File: src/sv/image_projection_profile_core_defines.svh
// Assertion macros shared by the image projection profile RTL.
`ifndef IMAGE_PROJECTION_PROFILE_CORE_DEFINES_SVH
`define IMAGE_PROJECTION_PROFILE_CORE_DEFINES_SVH

// Clocked assertion, disabled while reset is asserted.
`define IPP_ASSERT(label, prop, msg) \
    label: assert property (@(posedge aclk) disable iff (!aresetn) prop) else $error(msg);

// Clocked implication, disabled while reset is asserted.
`define IPP_ASSERT_IMPL(label, cond, prop, msg) \
    `IPP_ASSERT(label, (cond) |-> (prop), msg)

`endif

File: src/sv/ipp_pkg.sv
// Shared types and constants of the image projection profile core.
`timescale 1ns / 1ps

package ipp_pkg;

    localparam int PIX_W  = 8;
    localparam int IDX_W  = 11;
    localparam int SUM_W  = 19;
    localparam int DIM_W  = 12;
    localparam int ADDR_W = 4;
    localparam int DATA_W = 32;

    localparam logic [SUM_W-1:0] SUM_MAX = {SUM_W{1'b1}};

    localparam logic [DIM_W-1:0] WIDTH_RESET  = 12'd640;
    localparam logic [DIM_W-1:0] HEIGHT_RESET = 12'd480;

    typedef logic [1:0] reg_idx_t;

    localparam reg_idx_t REG_COLUMN_MODE  = 2'd0;
    localparam reg_idx_t REG_FRAME_WIDTH  = 2'd1;
    localparam reg_idx_t REG_FRAME_HEIGHT = 2'd2;

    typedef struct packed {
        logic             column_mode;
        logic [DIM_W-1:0] frame_width;
        logic [DIM_W-1:0] frame_height;
    } cfg_t;

endpackage

File: src/sv/ipp_cfg_regs.sv
// APB configuration registers of the image projection profile core.
`timescale 1ns / 1ps

module ipp_cfg_regs (
    input  logic                       aclk,
    input  logic                       aresetn,
    input  logic                       psel,
    input  logic                       penable,
    input  logic                       pwrite,
    input  logic [ipp_pkg::ADDR_W-1:0] paddr,
    input  logic [ipp_pkg::DATA_W-1:0] pwdata,
    output logic [ipp_pkg::DATA_W-1:0] prdata,
    output logic                       pready,
    output ipp_pkg::cfg_t              cfg,
    output logic                       restart
);

    ipp_pkg::cfg_t     cfg_reg;
    ipp_pkg::reg_idx_t reg_idx;
    logic              wr_en;
    logic              wr_hit;

    assign pready  = 1'b1;
    assign reg_idx = paddr[3:2];
    assign wr_en   = psel && penable && pwrite;
    assign cfg     = cfg_reg;

    always_comb begin
        wr_hit = 1'b0;
        prdata = '0;
        unique case (reg_idx)
            ipp_pkg::REG_COLUMN_MODE: begin
                wr_hit = wr_en;
                prdata = ipp_pkg::DATA_W'(cfg_reg.column_mode);
            end
            ipp_pkg::REG_FRAME_WIDTH: begin
                wr_hit = wr_en;
                prdata = ipp_pkg::DATA_W'(cfg_reg.frame_width);
            end
            ipp_pkg::REG_FRAME_HEIGHT: begin
                wr_hit = wr_en;
                prdata = ipp_pkg::DATA_W'(cfg_reg.frame_height);
            end
            default: begin
                wr_hit = 1'b0;
                prdata = '0;
            end
        endcase
    end

    assign restart = wr_hit;

    always_ff @(posedge aclk) begin
        if (!aresetn) begin
            cfg_reg.column_mode  <= 1'b1;
            cfg_reg.frame_width  <= ipp_pkg::WIDTH_RESET;
            cfg_reg.frame_height <= ipp_pkg::HEIGHT_RESET;
        end else if (wr_hit) begin
            unique case (reg_idx)
                ipp_pkg::REG_COLUMN_MODE:  cfg_reg.column_mode  <= pwdata[0];
                ipp_pkg::REG_FRAME_WIDTH:  cfg_reg.frame_width  <= pwdata[ipp_pkg::DIM_W-1:0];
                ipp_pkg::REG_FRAME_HEIGHT: cfg_reg.frame_height <= pwdata[ipp_pkg::DIM_W-1:0];
                default: ;
            endcase
        end
    end

endmodule

File: config.mk
export PLATFORM = sky130hd
export DESIGN_NAME = ipp_cfg_regs
export DESIGN_NICKNAME = d
export VERILOG_FILES = /design/src/sv/image_projection_profile_core_defines.svh /design/src/sv/ipp_pkg.sv /design/src/sv/ipp_cfg_regs.sv
export SDC_FILE = /design/constraint.sdc
export NUM_CORES = 1
export LEC_CHECK = 0
export BUFFER_PORTS_ARGS = -buffer_cell sky130_fd_sc_hd__buf_2
export CELL_PAD_IN_SITES_DETAIL_PLACEMENT = 0
export CELL_PAD_IN_SITES_GLOBAL_PLACEMENT = 2
export CORE_MARGIN = 8
export CORE_UTILIZATION = 22
export CTS_CLUSTER_DIAMETER = 60
export DETAILED_ROUTE_END_ITERATION = 12
export PLACE_DENSITY_LB_ADDON = 0.1
export SYNTH_ARGS = -nofsm -noshare
export SYNTH_HDL_FRONTEND = slang
export SYNTH_SLANG_ARGS = --single-unit
File: constraint.sdc
create_clock -name aclk -period 2.2 [get_ports aclk]
set_clock_uncertainty 0.05 [all_clocks]
set_input_delay 0.11 -clock aclk [delete_from_list [all_inputs] [get_ports aclk]]
set_output_delay 0.11 -clock aclk [all_outputs]
set_load 0.03 [all_outputs]
==> impl_metrics.tcl, run 1 <==
set metrics [dict create \
    viasPerCell 4.10 \
    critPathMaxFanout 13 \
    htreeDepth 1 \
    yosysWarnings 0 \
    rrSetupSlack_ns 1.34 \
    post_cts_buffers 0 \
    worstSetupEndpointType "primary output" \
    p_leak_nw 0.804 \
    power.internal_w 0.000629 \
    status "finished clean" \
    critPathBufInv 2 \
    critPathTopFamily "simple AND/OR/NAND/NOR gates" \
    finalNetCount 240 \
    dpl.hpwl_mm 2.99 \
    crit_path_max_incr_delay_ns 0.57 \
    coreArea_um2 5920 \
    switching_share_pct 31.1 \
    slew_headroom_pct 54.7 \
    yosys_register_bits 25 \
    p_seq_share_pct 50.8 \
    cts-hold-fix-buffers 0 \
    syn_area_per_cell_um2 8.96 \
    io_buffer_count 56 \
    rsz0062_at_grt "false" \
    timing_worst_setup_path_type "in2out" \
    post_cts_resized 0 \
    drv_cap 0 \
    p_per_area_nw_per_um2 570 \
    wl_mm 4.00 \
    crit_path_start_kind "input port" \
    cts_tree "done" \
    finalCritPeriodShare_pct 64.7 \
    hold_viol 0 \
    dieArea_um2 8870 \
    critical_path.endpoint "prdata[0]" \
    synth.yosys.seq_area_share_pct 37.2 \
    fmax_ghz 0.702 \
    synth_area_um2 1340 \
    worstSkewPairLatency_ns 0.26 \
    crit_path_frequent_cell "buf_2" \
    fp.dieW_um 94.2 \
    worstPathCellList "buf_2 -> and2b_1 -> nand2_1 -> o21ai_0 -> buf_2" \
    largest_reg_flops 25 \
    finalSetupTns_ns 0 \
    crit_start "paddr[3]" \
    clock_sinks 25 \
    yosysUniqueCellTypes 27 \
    min_path_type "in2reg" \
    ant_nets 0 \
    cp.depth 5 \
    place.gp.congestion 0.684 \
    cp_data_arrival_time_ns 1.26 \
    antenna_cells 0 \
    fp.dieH_um 94.2 \
    r2r_start "cfg[7]" \
    fin_crit_ns 1.42 \
    antenna_found_initial 0 \
    grt_usage_pct 9.04 \
    clockRootBuffer "clkbuf_8" \
    cts_buffer_depth 2 \
    layout-drive-gt1-share_pct 32.8 \
    cts_buffers 3 \
    ios 100 \
    worst_pin_slew_ns 0.679 \
    synthCells 150 \
    power_frac_comb_pct 19.1 \
    finalSetupViolations 0 \
    grt_max_degree 38 \
    finalMaxSlewViolations 0 \
    reg2reg_to "cfg[7]" \
    synthToLayoutAreaGrowth_pct 19.3 \
    clk_pin_slew_worst_paths_ns 0.09 \
    vias 1119 \
    firstDrtPassIters 4 \
    drt_iter0_drc 45 \
    cp_slowest_cell "and2b_1" \
    vdd_drop_max_uv 326 \
    first_global_vias 1219 \
    ff2ff_path_depth 3 \
    route.detailed.drc 0 \
    num_rows 28 \
    nFillCells 666 \
    power_switching_w 0.000284 \
    grt_pass1_wl_mm 6.42 \
    mostFrequentLayoutCells "56 x buf_2, 30 x nand2_1, 25 x dfxtp_1, 21 x conb_1, 19 x mux2i_1" \
    p_clk_share_pct 30.1 \
    final_common_cell "buf_2" \
    wl_per_cell_um 14.6 \
    start_util_pct 22.7 \
    fin_util_pct 27.1 \
    worstPathRequired_ns 2.04 \
    grt_overflow 0 \
]
-- tightest hold or removal path, stage by stage --
cell and delay (ns):
buf_2 0.10, nand2_1 0.05, mux2i_1 0.05
-- logic make-up (layout without fill, tap and decap cells) --
kind of cell | after synthesis | count (layout) | share of synthesized area [%]
DFF | 25 | 25 | 37.2
other | 2 | 21 | 0.559
buffers and inverters | 36 | 65 | 18.6
AOI/OAI and AO/OA | 24 | 24 | 13.8
muxes | 19 | 19 | 14.2
and+or+nand+nor | 44 | 44 | 15.6
-- stage by stage --
step                worst slack [ns]  instances  total power [W]  hold WS, ns  cell area, µm²
global placement               0.613        269         0.000647        0.324            1560
detailed placement             0.603        269         0.000650        0.329            1560
global route                   0.645        273         0.000968       0.0361            1600
CTS                            0.718        273         0.000935       0.0319            1600
floorplan                      0.729        169         0.000635        0.202            1420
finish                         0.776        273         0.000913       0.0378            1600
-- layout make-up --
type	count	area, µm²	share of cell area, %
tap	75	93.8	5.85
inverter	5	18.8	1.17
clock buffer	4	45.0	2.81
sequential	25	500	31.2
timing repair buffer	56	280	17.5
multi-input combinational	108	664	41.5
-- layer usage --
| layer | track usage [%] | vias to the layer above | part of all wire [%] |
|---|---|---|---|
| met2 | 15.5 | 46 | 46 |
| met3 | 4.48 | 2 | 11 |
| met5 | 0 | - | 0 |
| met1 | 10.0 | 513 | 42 |
| met4 | 1.19 | 0 | 0.43 |
| li1 | - | 558 | - |
-- synthesized netlist by cell type --
master | count | area, µm²
a21oi_1 | 3 | 15.0
a22o_1 | 11 | 96.3
a31oi_1 | 1 | 6.26
and2_4 | 1 | 8.76
and2b_1 | 1 | 7.51
and3_1 | 1 | 6.26
buf_12 | 1 | 20.0
buf_2 | 4 | 20.0
buf_4 | 21 | 158
buf_6 | 2 | 22.5
clkbuf_1 | 3 | 11.3
conb_1 | 2 | 7.51
dfxtp_1 | 25 | 500
inv_1 | 5 | 18.8
mux2i_1 | 19 | 190
nand2_1 | 30 | 113
nand2_2 | 1 | 6.26
nand2b_1 | 1 | 6.26
nand3_1 | 4 | 20.0
nor2_1 | 1 | 3.75
nor2_4 | 1 | 11.3
nor2b_4 | 1 | 13.8
nor4_1 | 1 | 6.26
o211ai_1 | 3 | 22.5
o211ai_2 | 2 | 25.0
o21ai_0 | 4 | 20.0
or2b_1 | 1 | 7.51
-- worst min path at each step --
stage / startpoint / endpoint / slack (ns) / depth (start not counted)
6_report: pwdata[9] / cfg[9] / 0.04 / 3
5_1_grt: pwdata[9] / cfg[9] / 0.04 / 3
4_1_cts: pwdata[9] / cfg[9] / 0.03 / 3
3_5_place_dp: pwdata[9] / cfg[9] / 0.33 / 3
3_3_place_gp: pwdata[6] / cfg[18] / 0.32 / 3
2_1_floorplan: pwdata[5] / cfg[17] / 0.20 / 2
-- power groups by stage --
stage / clock (W) / sequential [W] / combinational [W]
after floorplan: 0 / 0.000487 / 0.000148
after global placement: 0 / 0.000474 / 0.000173
after detailed placement: 0 / 0.000474 / 0.000175
after CTS: 0.000295 / 0.000464 / 0.000176
after global routing: 0.000312 / 0.000465 / 0.000190
final: 0.000275 / 0.000464 / 0.000174
No activity file was read; power rests on OpenSTA's default activity.
==> run 2: changes to the inputs <==
--- a/config.mk
+++ b/config.mk
@@ -9,7 +9,7 @@
 export CELL_PAD_IN_SITES_DETAIL_PLACEMENT = 0
 export CELL_PAD_IN_SITES_GLOBAL_PLACEMENT = 2
 export CORE_MARGIN = 8
-export CORE_UTILIZATION = 22
+export CORE_UTILIZATION = 20
 export CTS_CLUSTER_DIAMETER = 60
 export DETAILED_ROUTE_END_ITERATION = 12
 export PLACE_DENSITY_LB_ADDON = 0.1
==> constraint.sdc (replaced) <==
create_clock -name aclk -period 1.47 [get_ports aclk]
set_clock_uncertainty 0.05 [all_clocks]
set_input_delay 0.0735 -clock aclk [delete_from_list [all_inputs] [get_ports aclk]]
set_output_delay 0.0735 -clock aclk [all_outputs]
set_load 0.03 [all_outputs]
==> run 2 against run 1 <==
Against the previous run:
- first-iteration DRC count fell by 11%
- clock power rose by 56%
- global-route usage fell by 0.69 points
- worst hold slack got worse by 0.033 ns
- routed wire length rose by 5.5%
- clock-buffer cell count fell by 1
- setup slack got worse by 0.52 ns
- register-to-register slack got worse by 0.69 ns
- critical endpoint unchanged
==> impl_metrics.tcl, run 2 (synthesis gave the netlist of run 1 again) <==
set metrics [dict create \
    hold_ws_ns 0.00513 \
    cts_tree "done" \
    worstPathRequired_ns 1.35 \
    ant_nets 0 \
    wl_mm 4.22 \
    critPathTopFamily "buffers and inverters" \
    clk_pin_slew_worst_paths_ns 0.10 \
    min_path_type "in2reg" \
    p_per_area_nw_per_um2 832 \
    fin_crit_ns 1.22 \
    status "finished clean" \
    firstDrtPassIters 2 \
    critPathMaxFanout 7 \
    layout-drive-gt1-share_pct 35.0 \
    grt_overflow 0 \
    nFillCells 728 \
    drv_cap 0 \
    htreeDepth 1 \
    fp.dieW_um 98.0 \
    grtUsageMet3_pct 3.63 \
    start_util_pct 20.2 \
    crit_path_start_kind "input port" \
    p_clk_share_pct 30.5 \
    power_switching_w 0.000448 \
    drt_iter0_drc 40 \
    top_usage_layer "met2" \
    synthToLayoutAreaGrowth_pct 25.8 \
    p_seq_share_pct 49.4 \
    switching_share_pct 31.9 \
    timing_worst_setup_path_type "in2out" \
    worstSkewPairLatency_ns 0.27 \
    clock_sinks 25 \
    critPathBufInv 3 \
    crit_path_max_incr_delay_ns 0.32 \
    wl_per_cell_um 14.7 \
    power_frac_comb_pct 20.1 \
    vdd_drop_max_uv 516 \
    antenna_found_initial 0 \
    place_area_um2 1620 \
    route.detailed.drc 0 \
    fmax_ghz 0.823 \
    grt_pass1_wl_mm 6.49 \
    cp_data_arrival_time_ns 1.09 \
    worstSetupEndpointType "primary output" \
    fin_area_um2 1690 \
    power_w 0.00141 \
    crit_path_frequent_cell "buf_2" \
    grt_max_degree 28 \
    hold_viol 0 \
    grt_usage_pct 8.36 \
    p_leak_nw 0.846 \
    mostFrequentLayoutCells "56 x buf_2, 30 x nand2_1, 25 x dfxtp_1, 21 x conb_1, 19 x mux2i_1" \
    first_global_vias 1278 \
    io_buffer_count 56 \
    viasPerCell 4.10 \
    multi_input_area_um2 664 \
    finalSetupViolations 0 \
    rsz0062_at_grt "false" \
    fp.dieH_um 98.0 \
    coreArea_um2 6640 \
    finalCritPeriodShare_pct 82.7 \
    ff_latch_area_um2 500 \
    dpl.hpwl_mm 3.29 \
    cts_buffer_depth 2 \
    place.gp.congestion 0.688 \
    antenna_cells 0 \
    clockRootBuffer "clkbuf_8" \
    vias 1174 \
    finalNetCount 248 \
    ios 100 \
    power.internal_w 0.000957 \
    num_rows 30 \
    cp_slowest_cell "and2b_1" \
    finalSetupTns_ns 0 \
    largest_reg_flops 25 \
    dieArea_um2 9600 \
    post_cts_buffers 0 \
    grtUsageMet1_pct 8.52 \
    grtUsageMet2_pct 15.8 \
    final_common_cell "buf_2" \
    finalMaxSlewViolations 0 \
    worstPathCellList "buf_2 -> and2b_1 -> buf_4 -> nand2_1 -> o21ai_0 -> buf_2" \
    cts_buffers 3 \
]
[run 2: per-stage QoR]
step	worst slack, ns	cells	util (%)
floorplan	0.0357	169	-
global placement	0.228	280	24.4
detailed placement	0.227	280	24.4
CTS	0.222	286	25.4
global route	0.161	286	25.4
finish	0.254	286	25.4
[run 2: path summary, 6_finish.rpt]
path | slack, ns | depth (start not counted) | start | endpoint
worst max register to register | 0.65 | 3 | cfg[7] | cfg[7]
worst min-delay path | 0.005 | 3 | pwdata[6] | cfg[18]
worst max-delay path | 0.25 | 6 | paddr[3] | prdata[0]
worst min register to register | 0.42 | 2 | cfg[23] | cfg[23]
[run 2: final cells by class]
class | count | share of cell area (%)
tap | 80 | 5.92
clock buffer | 3 | 2.44
clock inverter | 1 | 0.444
sequential | 25 | 29.6
multi-input combinational | 108 | 39.3
inverter | 5 | 1.11
timing repair buffer | 64 | 21.2
[run 2: power groups by stage]
stage	logic [W]	registers (W)	clock network, W
6_report	0.000282	0.000694	0.000429
5_1_grt	0.000302	0.000696	0.000476
4_1_cts	0.000284	0.000695	0.000457
3_5_place_dp	0.000279	0.000710	0
3_3_place_gp	0.000277	0.000710	0
2_1_floorplan	0.000221	0.000729	0
[run 2: timing repair]
| item | in CTS | in global routing |
|---|---|---|
| resized for setup | 0 | 0 |
| setup endpoints to repair | 0 | 0 |
| endpoints found under the hold margin | 3 | 0 |
| hold buffers | 2 | 0 |
[run 2: per-layer routing]
metal,vias up,wire length (µm)
met4,0,12
met1,560,1670
met3,2,326
met5,-,0
met2,37,2210
li1,575,-
[run 2: tightest hold or removal path: stages]
cell	delay, ns
buf_2	0.11
nand2_1	0.05
mux2i_1	0.06
